### src/rtl/pcxd_pkg.sv
package pcxd_pkg;

    localparam int BYTE_W       = 8;
    localparam int COL_OUT_W    = 13;
    localparam int PLANE_W      = 2;
    localparam int ROW_W        = 12;
    localparam int CNT_W        = 6;
    localparam int CFG_IDX_W    = 2;
    localparam int CFG_DATA_W   = 13;
    localparam int PLANE_CNT_W  = 3;

    localparam int MAX_WIDTH_DEF  = 4096;
    localparam int LINE_WIDTH_MAX = (1 << CFG_DATA_W) - 1;
    localparam int ROWS_MAX       = 1 << ROW_W;
    localparam int PLANES_MAX     = 1 << PLANE_W;

    localparam logic [BYTE_W-1:0] RUN_MARK = 8'hC0;
    localparam int PLANE_BITS = 7;
    localparam int STRIDE_MAX = PLANE_BITS + 1;

    localparam logic [CFG_DATA_W-1:0]  LINE_WIDTH_RST  = 13'd320;
    localparam logic [CFG_DATA_W-1:0]  LINE_COUNT_RST  = 13'd200;
    localparam logic                   PLANAR_MODE_RST = 1'b0;
    localparam logic [PLANE_CNT_W-1:0] PLANE_COUNT_RST = 3'd1;

    typedef enum logic [CFG_IDX_W-1:0] {
        CFG_LINE_WIDTH  = 2'd0,
        CFG_LINE_COUNT  = 2'd1,
        CFG_PLANAR_MODE = 2'd2,
        CFG_PLANE_COUNT = 2'd3
    } cfg_index_t;

    typedef enum logic [1:0] {
        ST_BYTE,
        ST_VALUE,
        ST_RUN
    } ctrl_state_t;

    typedef struct packed {
        logic [CFG_DATA_W-1:0]  line_width;
        logic [CFG_DATA_W-1:0]  line_count;
        logic                   planar_mode;
        logic [PLANE_CNT_W-1:0] plane_count;
    } cfg_t;

    typedef struct packed {
        logic load_count;
        logic load_run;
        logic step;
        logic emit;
        logic from_input;
        logic last;
    } cmd_t;

    typedef struct packed {
        logic finished;
        logic marker;
        logic count_zero;
        logic count_one;
        logic col_at_end;
        logic next_at_end;
        logic slot_free;
    } status_t;

    typedef struct packed {
        logic [BYTE_W-1:0]    pixel_value;
        logic [COL_OUT_W-1:0] column;
        logic [PLANE_W-1:0]   plane;
        logic [ROW_W-1:0]     row;
        logic                 run_last;
        logic                 image_done;
    } item_t;

endpackage

### src/rtl/pcxd_byte_if.sv
interface pcxd_byte_if;
    logic                        valid;
    logic                        ready;
    logic [pcxd_pkg::BYTE_W-1:0] data_byte;

    modport source (output valid, output data_byte, input ready);
    modport sink   (input valid, input data_byte, output ready);
endinterface

### src/rtl/pcxd_pix_if.sv
interface pcxd_pix_if;
    logic                           valid;
    logic                           ready;
    logic [pcxd_pkg::BYTE_W-1:0]    pixel_value;
    logic [pcxd_pkg::COL_OUT_W-1:0] column;
    logic [pcxd_pkg::PLANE_W-1:0]   plane;
    logic [pcxd_pkg::ROW_W-1:0]     row;
    logic                           run_last;
    logic                           image_done;

    modport source (output valid, output pixel_value, output column, output plane,
                    output row, output run_last, output image_done, input ready);
    modport sink   (input valid, input pixel_value, input column, input plane,
                    input row, input run_last, input image_done, output ready);
endinterface

### src/rtl/pcxd_cfg_if.sv
interface pcxd_cfg_if;
    logic                            valid;
    logic                            ready;
    logic [pcxd_pkg::CFG_IDX_W-1:0]  index;
    logic [pcxd_pkg::CFG_DATA_W-1:0] wdata;

    modport source (output valid, output index, output wdata, input ready);
    modport sink   (input valid, input index, input wdata, output ready);
endinterface

### src/rtl/pcxd_cfg_regs.sv
module pcxd_cfg_regs (
    input  logic                            clk,
    input  logic                            rst_n,
    input  logic                            wr_en,
    input  logic [pcxd_pkg::CFG_IDX_W-1:0]  wr_index,
    input  logic [pcxd_pkg::CFG_DATA_W-1:0] wr_data,
    output pcxd_pkg::cfg_t                  cfg
);

    pcxd_pkg::cfg_t cfg_reg;
    pcxd_pkg::cfg_t cfg_next;

    always_comb
    begin
        cfg_next = cfg_reg;
        if (wr_en)
        begin
            case (pcxd_pkg::cfg_index_t'(wr_index))
                pcxd_pkg::CFG_LINE_WIDTH:  cfg_next.line_width  = wr_data;
                pcxd_pkg::CFG_LINE_COUNT:  cfg_next.line_count  = wr_data;
                pcxd_pkg::CFG_PLANAR_MODE: cfg_next.planar_mode = wr_data[0];
                pcxd_pkg::CFG_PLANE_COUNT:
                    cfg_next.plane_count = wr_data[pcxd_pkg::PLANE_CNT_W-1:0];
                default: cfg_next = cfg_reg;
            endcase
        end
    end

    always_ff @(posedge clk or negedge rst_n)
    begin
        if (!rst_n)
        begin
            cfg_reg.line_width  <= pcxd_pkg::LINE_WIDTH_RST;
            cfg_reg.line_count  <= pcxd_pkg::LINE_COUNT_RST;
            cfg_reg.planar_mode <= pcxd_pkg::PLANAR_MODE_RST;
            cfg_reg.plane_count <= pcxd_pkg::PLANE_COUNT_RST;
        end
        else
        begin
            cfg_reg <= cfg_next;
        end
    end

    assign cfg = cfg_reg;

endmodule

### src/rtl/pcxd_ctrl.sv
module pcxd_ctrl (
    input  logic              clk,
    input  logic              rst_n,
    input  logic              in_valid,
    output logic              in_ready,
    input  pcxd_pkg::status_t status,
    output pcxd_pkg::cmd_t    cmd
);

    pcxd_pkg::ctrl_state_t state_reg;
    pcxd_pkg::ctrl_state_t state_next;

    logic accept;
    logic run_empty;
    logic run_last;

    assign accept    = in_valid && in_ready;
    assign run_empty = status.count_zero || status.col_at_end;
    assign run_last  = status.count_one || status.next_at_end;

    // next state
    always_comb
    begin
        state_next = state_reg;
        case (state_reg)
            pcxd_pkg::ST_BYTE:
            begin
                if (accept && !status.finished && status.marker)
                    state_next = pcxd_pkg::ST_VALUE;
            end
            pcxd_pkg::ST_VALUE:
            begin
                if (accept)
                    state_next = pcxd_pkg::ST_RUN;
            end
            pcxd_pkg::ST_RUN:
            begin
                if (run_empty || (status.slot_free && run_last))
                    state_next = pcxd_pkg::ST_BYTE;
            end
            default: state_next = pcxd_pkg::ST_BYTE;
        endcase
    end

    // outputs
    always_comb
    begin
        in_ready = 1'b0;
        cmd      = '0;
        case (state_reg)
            pcxd_pkg::ST_BYTE:
            begin
                in_ready = status.finished || status.slot_free;
                if (accept && !status.finished)
                begin
                    if (status.marker)
                    begin
                        cmd.load_count = 1'b1;
                    end
                    else
                    begin
                        cmd.step       = 1'b1;
                        cmd.emit       = 1'b1;
                        cmd.from_input = 1'b1;
                        cmd.last       = 1'b1;
                    end
                end
            end
            pcxd_pkg::ST_VALUE:
            begin
                in_ready     = 1'b1;
                cmd.load_run = accept;
            end
            pcxd_pkg::ST_RUN:
            begin
                if (run_empty)
                begin
                    cmd.step = 1'b1;
                end
                else if (status.slot_free)
                begin
                    cmd.step = 1'b1;
                    cmd.emit = 1'b1;
                    cmd.last = run_last;
                end
            end
            default:
            begin
                in_ready = 1'b0;
                cmd      = '0;
            end
        endcase
    end

    always_ff @(posedge clk or negedge rst_n)
    begin
        if (!rst_n)
            state_reg <= pcxd_pkg::ST_BYTE;
        else
            state_reg <= state_next;
    end

endmodule

### src/rtl/pcxd_datapath.sv
module pcxd_datapath #(
    parameter int MAX_WIDTH = pcxd_pkg::MAX_WIDTH_DEF
) (
    input  logic                        clk,
    input  logic                        rst_n,
    input  pcxd_pkg::cfg_t              cfg,
    input  pcxd_pkg::cmd_t              cmd,
    output pcxd_pkg::status_t           status,
    input  logic [pcxd_pkg::BYTE_W-1:0] data_byte,
    output logic                        out_valid,
    input  logic                        out_ready,
    output pcxd_pkg::item_t             out_item
);

    localparam int WIDTH_CAP = (MAX_WIDTH < pcxd_pkg::LINE_WIDTH_MAX) ?
                               MAX_WIDTH : pcxd_pkg::LINE_WIDTH_MAX;
    localparam int COL_W     = $clog2(WIDTH_CAP + pcxd_pkg::STRIDE_MAX);
    localparam int RCNT_W    = pcxd_pkg::ROW_W + 1;

    logic [COL_W-1:0]                col_reg, col_next;
    logic [pcxd_pkg::PLANE_W-1:0]    plane_reg, plane_next;
    logic [pcxd_pkg::ROW_W-1:0]      row_reg, row_next;
    logic                            fin_reg, fin_next;
    logic [pcxd_pkg::CNT_W-1:0]      count_reg, count_next;
    logic [pcxd_pkg::BYTE_W-1:0]     run_val_reg, run_val_next;
    logic                            out_valid_reg, out_valid_next;
    pcxd_pkg::item_t                 item_reg, item_next;

    logic [COL_W-1:0]                width_eff;
    logic [RCNT_W-1:0]               rows_eff;
    logic [pcxd_pkg::PLANE_CNT_W-1:0] planes_eff;
    logic [COL_W-1:0]                stride;
    logic [COL_W-1:0]                col_plus;
    logic [COL_W-1:0]                step_col;
    logic                            line_end;
    logic                            plane_last;
    logic                            row_last;
    logic                            done_now;

    // clamp the registers to their legal ranges
    always_comb
    begin
        if (cfg.line_width == '0)
            width_eff = COL_W'(1);
        else if (cfg.line_width > WIDTH_CAP)
            width_eff = COL_W'(WIDTH_CAP);
        else
            width_eff = COL_W'(cfg.line_width);

        if (cfg.line_count == '0)
            rows_eff = RCNT_W'(1);
        else if (cfg.line_count > pcxd_pkg::ROWS_MAX)
            rows_eff = RCNT_W'(pcxd_pkg::ROWS_MAX);
        else
            rows_eff = RCNT_W'(cfg.line_count);

        if (cfg.plane_count == '0)
            planes_eff = pcxd_pkg::PLANE_CNT_W'(1);
        else if (cfg.plane_count > pcxd_pkg::PLANES_MAX)
            planes_eff = pcxd_pkg::PLANE_CNT_W'(pcxd_pkg::PLANES_MAX);
        else
            planes_eff = cfg.plane_count;
    end

    assign stride     = cfg.planar_mode ? COL_W'(pcxd_pkg::STRIDE_MAX) : COL_W'(1);
    assign col_plus   = col_reg + stride;
    assign step_col   = cmd.emit ? col_plus : col_reg;
    assign line_end   = step_col >= width_eff;
    assign plane_last = (pcxd_pkg::PLANE_CNT_W'(plane_reg) + pcxd_pkg::PLANE_CNT_W'(1))
                        >= planes_eff;
    assign row_last   = (RCNT_W'(row_reg) + RCNT_W'(1)) >= rows_eff;
    assign done_now   = line_end && plane_last && row_last;

    always_comb
    begin
        col_next       = col_reg;
        plane_next     = plane_reg;
        row_next       = row_reg;
        fin_next       = fin_reg;
        count_next     = count_reg;
        run_val_next   = run_val_reg;
        out_valid_next = out_valid_reg && !out_ready;
        item_next      = item_reg;

        if (cmd.load_count)
            count_next = data_byte[pcxd_pkg::CNT_W-1:0];
        if (cmd.load_run)
            run_val_next = data_byte;

        if (cmd.step)
        begin
            if (!cmd.from_input)
            begin
                if (cmd.emit && !cmd.last)
                    count_next = count_reg - pcxd_pkg::CNT_W'(1);
                else
                    count_next = '0;
            end

            if (line_end)
            begin
                col_next = '0;
                if (plane_last)
                begin
                    plane_next = '0;
                    if (row_last)
                        fin_next = 1'b1;
                    else
                        row_next = row_reg + pcxd_pkg::ROW_W'(1);
                end
                else
                begin
                    plane_next = plane_reg + pcxd_pkg::PLANE_W'(1);
                end
            end
            else
            begin
                col_next = step_col;
            end
        end

        if (cmd.emit)
        begin
            out_valid_next       = 1'b1;
            item_next.pixel_value = cmd.from_input ? data_byte : run_val_reg;
            item_next.column     = pcxd_pkg::COL_OUT_W'(col_reg);
            item_next.plane      = plane_reg;
            item_next.row        = row_reg;
            item_next.run_last   = cmd.last;
            item_next.image_done = cmd.last && done_now;
        end
    end

    always_ff @(posedge clk or negedge rst_n)
    begin
        if (!rst_n)
        begin
            col_reg       <= '0;
            plane_reg     <= '0;
            row_reg       <= '0;
            fin_reg       <= 1'b0;
            count_reg     <= '0;
            out_valid_reg <= 1'b0;
        end
        else
        begin
            col_reg       <= col_next;
            plane_reg     <= plane_next;
            row_reg       <= row_next;
            fin_reg       <= fin_next;
            count_reg     <= count_next;
            out_valid_reg <= out_valid_next;
        end
    end

    always_ff @(posedge clk)
    begin
        run_val_reg <= run_val_next;
        item_reg    <= item_next;
    end

    assign status.finished    = fin_reg;
    assign status.marker      = (data_byte & pcxd_pkg::RUN_MARK) == pcxd_pkg::RUN_MARK;
    assign status.count_zero  = count_reg == '0;
    assign status.count_one   = count_reg == pcxd_pkg::CNT_W'(1);
    assign status.col_at_end  = col_reg >= width_eff;
    assign status.next_at_end = col_plus >= width_eff;
    assign status.slot_free   = !out_valid_reg || out_ready;

    assign out_valid = out_valid_reg;
    assign out_item  = item_reg;

`ifndef SYNTHESIS
    // no beat may be produced once the image is complete
    a_no_emit_after_done: assert property (@(posedge clk) disable iff (!rst_n)
        fin_reg |-> !cmd.emit)
        else $error("item emitted after the last row");

    // a new beat never overwrites one that is still waiting
    a_emit_slot_free: assert property (@(posedge clk) disable iff (!rst_n)
        cmd.emit |-> (!out_valid_reg || out_ready))
        else $error("output register overwritten");

    // the closing beat of the image raises the finished flag
    a_done_sets_fin: assert property (@(posedge clk) disable iff (!rst_n)
        (cmd.emit && cmd.last && done_now) |=> fin_reg)
        else $error("image done without finished flag");

    // image done only ever rides on the last beat of a byte
    a_done_is_last: assert property (@(posedge clk) disable iff (!rst_n)
        (out_valid_reg && item_reg.image_done) |-> item_reg.run_last)
        else $error("image done on a beat that is not the last");

    // the column never runs more than one stride past the widest line
    a_col_bound: assert property (@(posedge clk) disable iff (!rst_n)
        col_reg <= COL_W'(WIDTH_CAP + pcxd_pkg::STRIDE_MAX - 1))
        else $error("column out of range");
`endif

endmodule

### src/rtl/pcx_rle_line_decoder.sv
// run-length decoder for the body of a pcx image. compressed bytes arrive one beat at a
// time on data; decoded items leave on pixels, each carrying the pixel byte (or eight
// plane bits, msb leftmost, in planar mode) with its column, plane and row. a literal
// byte gives one item; a run marker is taken, then its value byte, and the run then
// gives one item per cycle while the output register is free (an empty run gives none).
// the pace is set by the controller walking a run through a single output register,
// one column step per cycle while it is free. registers are written on cfg and
// are taken at once; write them between images. once the last row is complete every
// further byte is swallowed until reset. no clearing pass is needed after reset.
module pcx_rle_line_decoder #(
    parameter int MAX_WIDTH = pcxd_pkg::MAX_WIDTH_DEF
) (
    input  logic  clk,
    input  logic  rst_n,
    pcxd_byte_if.sink   data,
    pcxd_pix_if.source  pixels,
    pcxd_cfg_if.sink    cfg
);

    pcxd_pkg::cfg_t    cfg_q;
    pcxd_pkg::cmd_t    cmd;
    pcxd_pkg::status_t status;
    pcxd_pkg::item_t   item;

    // register file, always ready for a write beat
    assign cfg.ready = 1'b1;

    pcxd_cfg_regs u_cfg_regs (
        .clk      (clk),
        .rst_n    (rst_n),
        .wr_en    (cfg.valid && cfg.ready),
        .wr_index (cfg.index),
        .wr_data  (cfg.wdata),
        .cfg      (cfg_q)
    );

    // controller: literal / marker / value / run sequencing
    pcxd_ctrl u_ctrl (
        .clk      (clk),
        .rst_n    (rst_n),
        .in_valid (data.valid),
        .in_ready (data.ready),
        .status   (status),
        .cmd      (cmd)
    );

    // datapath: position counters, run count, output register
    pcxd_datapath #(
        .MAX_WIDTH (MAX_WIDTH)
    ) u_datapath (
        .clk       (clk),
        .rst_n     (rst_n),
        .cfg       (cfg_q),
        .cmd       (cmd),
        .status    (status),
        .data_byte (data.data_byte),
        .out_valid (pixels.valid),
        .out_ready (pixels.ready),
        .out_item  (item)
    );

    // unpack the output beat
    assign pixels.pixel_value = item.pixel_value;
    assign pixels.column      = item.column;
    assign pixels.plane       = item.plane;
    assign pixels.row         = item.row;
    assign pixels.run_last    = item.run_last;
    assign pixels.image_done  = item.image_done;

endmodule

### src/flat_wrapper.sv
// flat-port wrapper written by rule: the top's interface ports become plain ports
module pcx_rle_line_decoder_flat 
#(
    parameter int MAX_WIDTH = pcxd_pkg::MAX_WIDTH_DEF
)
  (clk, rst_n, data_valid, data_data_byte, data_ready, pixels_valid, pixels_pixel_value, pixels_column, pixels_plane, pixels_row, pixels_run_last, pixels_image_done, pixels_ready, cfg_valid, cfg_index, cfg_wdata, cfg_ready);
  pcxd_byte_if data_i ();
  pcxd_pix_if pixels_i ();
  pcxd_cfg_if cfg_i ();
  input  logic clk;
  input  logic rst_n;
  input wire logic [$bits(data_i.valid)-1:0] data_valid;
  input wire logic [$bits(data_i.data_byte)-1:0] data_data_byte;
  output wire logic [$bits(data_i.ready)-1:0] data_ready;
  output wire logic [$bits(pixels_i.valid)-1:0] pixels_valid;
  output wire logic [$bits(pixels_i.pixel_value)-1:0] pixels_pixel_value;
  output wire logic [$bits(pixels_i.column)-1:0] pixels_column;
  output wire logic [$bits(pixels_i.plane)-1:0] pixels_plane;
  output wire logic [$bits(pixels_i.row)-1:0] pixels_row;
  output wire logic [$bits(pixels_i.run_last)-1:0] pixels_run_last;
  output wire logic [$bits(pixels_i.image_done)-1:0] pixels_image_done;
  input wire logic [$bits(pixels_i.ready)-1:0] pixels_ready;
  input wire logic [$bits(cfg_i.valid)-1:0] cfg_valid;
  input wire logic [$bits(cfg_i.index)-1:0] cfg_index;
  input wire logic [$bits(cfg_i.wdata)-1:0] cfg_wdata;
  output wire logic [$bits(cfg_i.ready)-1:0] cfg_ready;
  assign data_i.valid = data_valid;
  assign data_i.data_byte = data_data_byte;
  assign data_ready = data_i.ready;
  assign pixels_valid = pixels_i.valid;
  assign pixels_pixel_value = pixels_i.pixel_value;
  assign pixels_column = pixels_i.column;
  assign pixels_plane = pixels_i.plane;
  assign pixels_row = pixels_i.row;
  assign pixels_run_last = pixels_i.run_last;
  assign pixels_image_done = pixels_i.image_done;
  assign pixels_i.ready = pixels_ready;
  assign cfg_i.valid = cfg_valid;
  assign cfg_i.index = cfg_index;
  assign cfg_i.wdata = cfg_wdata;
  assign cfg_ready = cfg_i.ready;
  pcx_rle_line_decoder #(.MAX_WIDTH(MAX_WIDTH)) u_core (.clk(clk), .rst_n(rst_n), .data(data_i), .pixels(pixels_i), .cfg(cfg_i));
endmodule
### config.mk
export PLATFORM = sky130hd
export DESIGN_NAME = pcx_rle_line_decoder_flat
export DESIGN_NICKNAME = d
export VERILOG_FILES = /design/src/rtl/pcxd_pkg.sv /design/src/rtl/pcxd_byte_if.sv /design/src/rtl/pcxd_pix_if.sv /design/src/rtl/pcxd_cfg_if.sv /design/src/rtl/pcxd_cfg_regs.sv /design/src/rtl/pcxd_ctrl.sv /design/src/rtl/pcxd_datapath.sv /design/src/rtl/pcx_rle_line_decoder.sv /design/src/flat_wrapper.sv
export SDC_FILE = /design/constraint.sdc
export NUM_CORES = 1
export LEC_CHECK = 0
export ABC_AREA = 1
export BUFFER_PORTS_ARGS = -buffer_cell sky130_fd_sc_hd__buf_2
export CAP_MARGIN = 20
export CORE_ASPECT_RATIO = 0.75
export CORE_MARGIN = 2
export CORE_UTILIZATION = 54
export DETAILED_ROUTE_END_ITERATION = 10
export PLACE_DENSITY_LB_ADDON = 0.25
export SLEW_MARGIN = 20
export SYNTH_ARGS = -nofsm -noshare
export SYNTH_HDL_FRONTEND = slang
export SYNTH_SLANG_ARGS = --single-unit
### constraint.sdc
create_clock -name clk -period 4.2 [get_ports clk]
set_input_delay 0.84 -clock clk [delete_from_list [all_inputs] [get_ports clk]]
set_output_delay 0.84 -clock clk [all_outputs]
set_load 0.02 [all_outputs]
==> results of run 1 <==
-- per-layer routing --
metal	part of all wire (%)	up-vias
met1	45	3002
met4	2.5	0
li1	-	2914
met3	7.5	47
met5	0	-
met2	45	281
-- power by group --
group	leakage [nW]	internal [mW]	total, mW	switching, mW
sequential	1.28	1.50	1.72	0.220
combinational	2.84	1.51	3.61	2.10
clock	0.150	0.439	0.891	0.451
total	4.27	3.45	6.23	2.77
-- how the worst min path moves through the flow --
stage | from | end | slack, ps | depth (start not counted)
after global placement | u_core.u_ctrl.state_reg[1] | u_core.u_ctrl.state_reg[0] | 480 | 1
after CTS | u_core.u_ctrl.state_reg[1] | u_core.u_ctrl.state_reg[0] | 500 | 1
after floorplan | u_core.u_datapath.row_reg[11] | u_core.u_datapath.out_item[13] | 450 | 0
after global routing | rst_n | u_core.u_datapath.row_reg[5] | 510 | 1
final | rst_n | u_core.u_datapath.row_reg[5] | 480 | 1
after detailed placement | u_core.u_ctrl.state_reg[1] | u_core.u_ctrl.state_reg[0] | 480 | 1
-- cells by family after synthesis --
kind of cell | Yosys count | synth area share [%]
AO/OA/AOI/OAI | 91 | 7.39
other | 1 | 0.0557
buffers and inverters | 116 | 7.19
adder cells (fa/ha/maj) | 63 | 11.7
AND/OR/NAND/NOR | 391 | 25.6
flip-flops | 112 | 45.1
XOR/XNOR | 17 | 2.21
multiplexers | 5 | 0.836
-- stage by stage --
stage | power, mW | hold slack, ps
after floorplan | 3.41 | 447
after global placement | 4.24 | 475
after detailed placement | 4.35 | 483
after CTS | 5.30 | 498
after global routing | 6.62 | 513
final | 6.23 | 481
-- layout by cell type, fill, tap and decap left out, types with 16 or more instances in the layout --
cell type	count
edfxtp_1	45
nand4_1	26
a21oi_1	16
nand3_1	41
nand2_1	200
buf_2	65
ha_4	17
dfrtp_1	61
o21ai_0	51
nand2_2	17
inv_1	92
nor2_1	37
buf_4	59
ha_1	45
-- worst register-to-register path, delay by kind of cell (launching register included) --
| kind | cells | cell delay [ps] |
|---|---|---|
| AOI/OAI and AO/OA | 5 | 650 |
| adders and majority gates | 2 | 500 |
| buffers and inverters | 5 | 810 |
| DFF | 1 | 410 |
| and+or+nand+nor | 14 | 1840 |
-- area by class of cell --
| cell class | instances | area share (%) |
|---|---|---|
| Timing Repair Buffer | 136 | 10.9 |
| Timing Repair inverter | 1 | 0.0431 |
| Clock buffer | 10 | 2.74 |
| Tap cell | 166 | 2.38 |
| Multi-Input combinational cell | 569 | 43.9 |
| Inverter | 99 | 4.41 |
| Sequential cell | 112 | 34.8 |
| Clock inverter | 6 | 0.775 |
-- repair_timing --
| action | 4_1_cts | 5_1_grt |
|---|---|---|
| resized for setup | 13 | 121 |
| buffers inserted | 2 | 10 |
| pin swaps | 4 | 43 |
| gates cloned | 1 | 3 |
| setup endpoints to repair | 27 | 29 |
==> qor.csv, run 1 <==
stage,metric,value,unit
run_status,status,"complete, but fails checks",
run_status,failing checks,negative setup slack,
synth,most numerous cell in the Yosys netlist,nand2_1,
grt,met2 Track Usage GR,41.1,%
sta,RSZ-0062 raised after global routing,true,
grt,number of global-route vias before repair,5827,
sta,final setup vio count,18,
run,Max Cap Viol,0,
cells_and_area,Finished Layout Cells,1099,
drt,Routed WL,19200,um
drt,drt initial violations,664,
worst_hold_path,worst min-delay path category,in2async,
clock_tree,TritonCTS clock tree,yes,
cells_and_area,multi-input logic area,3830,sq um
synth,fraction of registers with async set/reset,59.8,%
floorplanning,io pins,68,
cells_and_area,Synth-to-Final Area Change,29.4,%
synth,ys flop type,dfrtp_1,
floorplanning,row cnt,35,
clock_tree,Post-CTS Hold Buffers,0,
cells_and_area,share of layout cells above drive strength 1,29.4,%
placed_design,post-DP HPWL,13300,um
power,VDD IR max,0.390,mV
synth,yosys warns,0,
setup_path,Critical Path RT,4500,ps
cells_and_area,Largest register FFs,37,
sta,setup_tns,-556,ps
grt,global route overflow,0,
sta,Fin. Hold Viols,0,
grt,GRT met1 Usage,39.7,%
cells_and_area,fillers,889,
grt,grt met3 use,6.03,%
setup_path,Startpoint Class,flop,
synth,Post-Synthesis Cells,796,
placed_design,Place WS,-191,ps
setup_path,Critical Path Source,u_core.u_cfg_regs.cfg[19],
floorplanning,Die Y,101,um
placed_design,input/output buffers,66,
drt,vias per std cell,5.68,
setup_path,critical path depth in cells,26,
drt,DRC viols,0,
setup_path,Critical Path Fanout Max,7,
setup_path,CP endpoint kind,flop,
synth,Synth cell types,40,
grt,largest net degree at the start of global routing,44,
synth,Synth Cell Area,6740,sq um
sta,worst-margin pin slew,977,ps
setup_path,r2r endpoint,u_core.u_datapath.col_reg[3],
drt,via count,6244,
grt,busiest grt layer,met2,
power,pwr/cell area,714,nW/um^2
synth,"top cells by area, synth","dfrtp_1 (23%), edfxtp_1 (20%), nand2_1 (12%)",
clock_tree,CTS clock-pin slew for the worst setup and hold paths,80,ps
placed_design,placed insts,1068,
synth,Post-synth EDFFs,45,
sta,worst rel slew slack,34.3,%
setup_path,Worst R2R Start,u_core.u_cfg_regs.cfg[19],
grt,total track usage,27.3,%
placed_design,DP Area,7600,sq um
cells_and_area,Final Core Density,71.3,%
clock_tree,clk_lat worst skew,360,ps
placed_design,routability cong.,1.07,
clock_tree,CTS Root Cell,clkbuf_16,
sta,Highest Clock Rate,232,MHz
cells_and_area,fin nets,1019,
floorplanning,initial core utilization,55.1,%
drt,post-route antenna net violation count,0,
sta,crit share post-route,103,%
setup_path,worst reg2reg setup slack,-110,ps
power,Leakage,4.27,nW
sta,worst clock skew,10.2,ps
setup_path,Crit path largest cell delay,410,ps
setup_path,CP Buf/Inv Count,5,
grt,first-pass GRT wire length,28700,um
synth,Synth top area share,22.7,%
synth,Mapped Nets,887,
sta,crit path time final,4310,ps
clock_tree,Longest Clk Path Bufs,2,
floorplanning,Core Footprint,12200,sq um
clock_tree,CTS Buf Count,9,
setup_path,CP top delay family,simple AND/OR/NAND/NOR gates,
synth,top post-synthesis cells by count,"nand2_1 (221), inv_1 (94), ha_1 (63)",
cells_and_area,# diodes,0,
synth,"Avg Cell Area, Syn",8.46,sq um
clock_tree,H-tree depth,3,
setup_path,CP Data Arrival Time,4610,ps
setup_path,"Slowest-stage cell, CP",dfrtp_1,
clock_tree,CTS sink cnt,112,
cells_and_area,FF+latch area,3040,sq um
setup_path,worst r2r path cells,26,
synth,post-synthesis sequential area ratio,45.1,%
synth,post-synthesis register bit count,112,
drt,Detailed Routing Iterations Pass 1,5,
floorplanning,Die X,133,um
setup_path,Setup crit end,u_core.u_datapath.col_reg[3],
sta,count of pins over their slew limit,0,
sta,PnR worst setup slack,-112,ps
setup_path,Crit Path Category,reg2reg,
drt,DR WL/cell,17.5,um
synth,Synth area leader,dfrtp_1,
cells_and_area,finished layout cell area,8720,sq um
floorplanning,DIE AREA,13400,sq um
grt,initial antenna violation count,0,
Power figures use the tool's default switching activity.
==> run 2: changes to the inputs <==
- RECOVER_POWER: not set -> 50
==> run 2 against run 1 <==
Die area unchanged. Register-to-register slack about the same. The run ends with max-capacitance violations, max-slew violations, negative setup slack left. Largest cell class unchanged. Cell area shrank 0.29%. Global-route usage unchanged. Non-clock buffer count unchanged. Wire length about the same. Clock-buffer cell count unchanged. Highest routed layer unchanged. Sequential share of layout area grew 0.10 points.
==> qor.csv, run 2 (synthesis results as in run 1) <==
stage,metric,value,unit
run_status,status,"complete, but fails checks",
run_status,failing checks,"max-capacitance violations, max-slew violations, negative setup slack",
cells_and_area,"most common cell after layout, fill and taps aside",nand2_1,
floorplanning,DIE AREA,13400,sq um
clock_tree,Longest Clk Path Bufs,2,
power,Net Sw Power,2.77,mW
floorplanning,Die Y,101,um
sta,PnR worst setup slack,-110,ps
drt,DRC viols,0,
drt,drt initial violations,607,
power,Clock power frac,14.2,%
power,pwr/cell area,716,nW/um^2
power,combinational share of power,58.1,%
grt,total track usage,27.3,%
cells_and_area,fin nets,1019,
cells_and_area,Synth-to-Final Area Change,29.0,%
power,Switching Share,44.5,%
drt,via count,6243,
sta,Fin. Hold Viols,0,
clock_tree,Post-CTS Hold Buffers,0,
floorplanning,Die X,133,um
setup_path,CP endpoint kind,flop,
drt,vias per std cell,5.68,
floorplanning,row cnt,35,
grt,initial antenna violation count,0,
sta,Highest Clock Rate,232,MHz
setup_path,Critical Path Fanout Max,7,
grt,number of global-route vias before repair,5827,
cells_and_area,FF+latch area,3040,sq um
clock_tree,clk_lat worst skew,360,ps
clock_tree,H-tree depth,3,
placed_design,routability cong.,1.07,
power,share of total power in sequential cells,27.7,%
power,Leakage,4.23,nW
drt,post-route antenna net violation count,0,
setup_path,Crit Path Category,reg2reg,
setup_path,CP Data Arrival Time,4600,ps
cells_and_area,share of layout cells above drive strength 1,28.0,%
clock_tree,TritonCTS clock tree,yes,
grt,largest net degree at the start of global routing,44,
clock_tree,CTS clock-pin slew for the worst setup and hold paths,80,ps
cells_and_area,# diodes,0,
setup_path,Critical Path RT,4490,ps
grt,global route overflow,0,
cells_and_area,Finished Layout Cells,1099,
sta,worst-margin pin slew,2560,ps
drt,DR WL/cell,17.5,um
placed_design,input/output buffers,66,
cells_and_area,multi-input logic area,3830,sq um
power,Pwr Total,6.22,mW
placed_design,placed insts,1068,
floorplanning,io pins,68,
floorplanning,initial core utilization,55.1,%
clock_tree,CTS Root Cell,clkbuf_16,
floorplanning,Core Footprint,12200,sq um
cells_and_area,fillers,900,
grt,first-pass GRT wire length,28700,um
cells_and_area,Final Core Density,71.1,%
drt,Routed WL,19200,um
setup_path,Startpoint Class,flop,
sta,worst clock skew,7.59,ps
cells_and_area,most frequent cells in the layout,"nand2_1 (201), inv_1 (92), dfrtp_1 (61), buf_2 (56), buf_4 (56)",
sta,crit share post-route,103,%
sta,RSZ-0062 raised after global routing,true,
sta,final setup vio count,10,
clock_tree,CTS Buf Count,9,
sta,crit path time final,4310,ps
worst_hold_path,worst min-delay path category,reg2reg,
sta,count of pins over their slew limit,44,
power,cell internal pwr,3.45,mW
power,VDD IR max,0.387,mV
sta,worst rel slew slack,-70.4,%
run,Max Cap Viol,1,
cells_and_area,Largest register FFs,37,
drt,Detailed Routing Iterations Pass 1,6,
clock_tree,CTS sink cnt,112,
placed_design,post-DP HPWL,13300,um
-- run 2: cell types whose count changed in the layout (fill, tap and decap cells not counted), sizes merged --
cell	before	now
buf	134	122
clkbuf	12	24
-- run 2: layer usage --
metal / global-route usage (%) / vias up / routed length [um]
li1: - / 2919 / -
met1: 39.7 / 3013 / 8630
met2: 41.1 / 274 / 8770
met3: 6.03 / 37 / 1460
met4: 7.94 / 0 / 374
met5: 0 / - / 0
-- run 2: cell type report --
class | instances | area share [%]
clock buffers | 10 | 2.75
clock inverters | 6 | 0.777
inverters | 99 | 4.42
multi-input cells | 569 | 44.0
flip-flops and latches | 112 | 34.9
well taps | 166 | 2.39
repair buffers | 136 | 10.7
repair inverters | 1 | 0.0432
-- run 2: final timing paths --
| path | from | endpoint | slack (ps) | depth (start not counted) |
|---|---|---|---|---|
| setup reg to reg | u_core.u_cfg_regs.cfg[19] | u_core.u_datapath.col_reg[3] | -110 | 26 |
| hold reg to reg | u_core.u_ctrl.state_reg[1] | u_core.u_ctrl.state_reg[0] | 490 | 1 |
| setup / recovery | u_core.u_cfg_regs.cfg[19] | u_core.u_datapath.col_reg[3] | -110 | 26 |
| hold / removal | u_core.u_ctrl.state_reg[1] | u_core.u_ctrl.state_reg[0] | 490 | 1 |
| max in group asynchronous | rst_n | u_core.u_cfg_regs.cfg[22] | 1260 | 2 |
| min in group asynchronous | rst_n | u_core.u_datapath.row_reg[5] | 1260 | 1 |
-- run 2: metrics by stage --
step / instance area [sq um] / setup WS (ps) / setup TNS (ps) / hold WS (ps)
after floorplan: 6740 / 23.2 / 0 / 447
after global routing: 8690 / -293 / -5970 / 522
final: 8690 / -110 / -315 / 493
after detailed placement: 7600 / -191 / -3940 / 483
after global placement: 7600 / -30.0 / -30.0 / 475
after CTS: 7990 / -14.9 / -14.9 / 498
-- run 2: power by group through the flow --
stage	logic [mW]	registers, mW	clock network [mW]
final	3.61	1.72	0.885
after detailed placement	2.63	1.72	0
after global routing	3.91	1.76	0.944
after floorplan	1.55	1.86	0
after CTS	2.70	1.70	0.898
after global placement	2.53	1.71	0
-- run 2: what timing repair did --
action	in CTS	in global routing
setup buffers	2	10
resized for setup	13	121
gates cloned	1	3
pin swaps	4	43
setup endpoints to repair	27	29
-- run 2: critical path, cell delays in order (launching register included) --
cell and delay, ps:
dfrtp_1 410, nor4_2 280, and2_4 200, a21oi_4 80, buf_4 150, nor2_1 210, ha_1 290, nand4_1 130
nor2_1 60, nand2_1 90, nand3_2 100, nor2_4 140, nand2_4 100, buf_8 190, buf_6 130, nand3_2 70
and2_4 160, ha_4 210, a21oi_2 150, o21ai_1 110, a21oi_4 130, nand3_2 120, buf_6 140, a21oi_4 190
clkbuf_16 200, nand3_1 110, nand2_1 100
==> run 3: changes to the inputs <==
- CELL_PAD_IN_SITES_DETAIL_PLACEMENT: not set -> 0
- CELL_PAD_IN_SITES_GLOBAL_PLACEMENT: not set -> 2
- CORE_UTILIZATION: 54 -> 33
- GPL_ROUTABILITY_DRIVEN: not set -> 0
- SLEW_MARGIN: 20 -> not set
==> run 3 against run 2 <==
The flow finishes with violations (max-capacitance violations, max-slew violations). Highest routed layer unchanged. Largest power group unchanged. Global-route usage is 8.5 points lower. Sequential power hardly changed. Sequential cell count stayed put. Total power is 1.6% lower.
==> qor.csv, run 3 (synthesis results as in run 1) <==
stage,metric,value,unit
sta,count of pins over their slew limit,32,
drt,DR WL/cell,16.6,um
cells_and_area,multi-input logic area,3670,sq um
floorplanning,Core Footprint,20200,sq um
clock_tree,clk_lat worst skew,370,ps
setup_path,Crit Path Category,reg2reg,
setup_path,CP endpoint kind,flop,
run_status,failing checks,"max-capacitance violations, max-slew violations",
sta,worst rel slew slack,-16.4,%
sta,PnR worst setup slack,14.0,ps
drt,vias per std cell,4.88,
power,combinational share of power,56.5,%
grt,largest net degree at the start of global routing,36,
drt,Detailed Routing Iterations Pass 1,5,
grt,global route overflow,0,
setup_path,Startpoint Class,flop,
run_status,status,"complete, but fails checks",
sta,worst-margin pin slew,1750,ps
clock_tree,Longest Clk Path Bufs,2,
setup_path,CP Data Arrival Time,4400,ps
setup_path,Critical Path RT,4420,ps
cells_and_area,Final Core Density,43.8,%
power,cell internal pwr,3.46,mW
cells_and_area,share of layout cells above drive strength 1,27.8,%
sta,crit share post-route,99.7,%
placed_design,DP Area,7860,sq um
placed_design,Place WS,-385,ps
drt,drt initial violations,440,
power,Leakage,4.27,nW
clock_tree,CTS clock-pin slew for the worst setup and hold paths,80,ps
cells_and_area,"most common cell after layout, fill and taps aside",nand2_1,
sta,crit path time final,4190,ps
cells_and_area,most frequent cells in the layout,"nand2_1 (192), inv_1 (93), buf_4 (72), dfrtp_1 (61), buf_2 (58)",
clock_tree,CTS Buf Count,9,
placed_design,post-DP HPWL,15000,um
placed_design,input/output buffers,66,
floorplanning,DIE AREA,21600,sq um
sta,final setup vio count,0,
run,Max Cap Viol,1,
drt,post-route antenna net violation count,0,
clock_tree,Post-CTS Hold Buffers,0,
cells_and_area,finished layout cell area,8830,sq um
cells_and_area,fin nets,1040,
cells_and_area,fillers,2033,
setup_path,Most Frequent Cell on Critical Path,nand2_1,
floorplanning,Die Y,128,um
power,Clock power frac,15.5,%
grt,first-pass GRT wire length,31100,um
cells_and_area,# diodes,0,
power,share of total power in sequential cells,28.0,%
grt,initial antenna violation count,0,
power,Switching Share,43.4,%
setup_path,Critical Path Fanout Max,5,
clock_tree,CTS sink cnt,112,
sta,Fin. Hold Viols,0,
drt,Routed WL,20200,um
sta,setup_tns,0,ps
floorplanning,initial core utilization,33.4,%
cells_and_area,Synth-to-Final Area Change,31.1,%
grt,total track usage,18.8,%
sta,Highest Clock Rate,239,MHz
clock_tree,H-tree depth,3,
sta,worst clock skew,14.4,ps
clock_tree,CTS Root Cell,clkbuf_16,
floorplanning,Die X,169,um
floorplanning,io pins,68,
sta,RSZ-0062 raised after global routing,true,
setup_path,Crit path largest cell delay,390,ps
power,Net Sw Power,2.65,mW
clock_tree,TritonCTS clock tree,yes,
setup_path,"Slowest-stage cell, CP",dfrtp_1,
cells_and_area,FF+latch area,3040,sq um
drt,DRC viols,0,
worst_hold_path,worst min-delay path category,reg2reg,
floorplanning,row cnt,45,
grt,number of global-route vias before repair,5690,
drt,via count,5913,
cells_and_area,Largest register FFs,37,
power,VDD IR max,0.257,mV
power,pwr/cell area,693,nW/um^2
[run 3: cell count changes in the layout (fill, tap and decap cells not counted), moves of 6 or more]
cell     change
buf_4       +16
nand2_2     +10
nand2_1      -9
nand3_1      +7
and2_1       +6
and2_4       -6
[run 3: layout make-up]
cell class / count / share of cell area (%)
Multi-Input combinational cell: 569 / 41.5
Sequential cell: 112 / 34.4
Timing Repair Buffer: 157 / 12.3
Inverter: 99 / 4.35
Tap cell: 258 / 3.65
Clock buffer: 9 / 2.55
Clock inverter: 7 / 1.20
Timing Repair inverter: 1 / 0.0708
[run 3: power groups by stage]
stage | clock network [mW] | registers, mW | logic [mW]
3_5_place_dp | 0 | 1.72 | 2.77
4_1_cts | 0.976 | 1.70 | 2.87
3_3_place_gp | 0 | 1.71 | 2.74
2_1_floorplan | 0 | 1.86 | 1.55
6_report | 0.949 | 1.71 | 3.46
5_1_grt | 1.01 | 1.75 | 3.83
[run 3: routing by layer]
| layer | routed length [um] | up-vias | track usage, % |
|---|---|---|---|
| li1 | - | 2960 | - |
| met1 | 10600 | 2791 | 28.7 |
| met2 | 8330 | 147 | 26.7 |
| met3 | 1060 | 15 | 4.29 |
| met4 | 196 | 0 | 4.17 |
| met5 | 0 | - | 0 |
[run 3: what timing repair did]
item	CTS	global route
gates cloned	1	4
pin swaps	1	36
endpoints found under the setup margin	29	30
endpoints found under the hold margin	0	0
resized for setup	18	93
buffers inserted	4	10
[run 3: worst paths after layout]
path | startpoint | end | slack (ps) | cells past startpoint
setup reg to reg | u_core.u_cfg_regs.cfg[19] | u_core.u_datapath.out_item[0] | 10 | 29
hold / removal | u_core.u_ctrl.state_reg[1] | u_core.u_ctrl.state_reg[0] | 480 | 1
hold reg to reg | u_core.u_ctrl.state_reg[1] | u_core.u_ctrl.state_reg[0] | 480 | 1
max in group asynchronous | rst_n | u_core.u_datapath.count_reg[0] | 1170 | 2
setup / recovery | u_core.u_cfg_regs.cfg[19] | u_core.u_datapath.out_item[0] | 10 | 29
min in group asynchronous | rst_n | u_core.u_cfg_regs.cfg[22] | 930 | 1
[run 3: stage by stage]
stage | cells | hold WS [ps] | power, mW
after detailed placement | 1178 | 486 | 4.49
after CTS | 1199 | 502 | 5.54
final | 1212 | 477 | 6.12
after floorplan | 796 | 447 | 3.41
after global placement | 1178 | 482 | 4.45
after global routing | 1212 | 504 | 6.58
[run 3: worst max-delay path, delay by kind of cell (launching register included)]
kind	cells	cell delay [ps]
AOI/OAI and AO/OA	3	310
adders and majority gates	2	550
buffers and inverters	5	590
DFF	1	390
and+or+nand+nor	19	2200
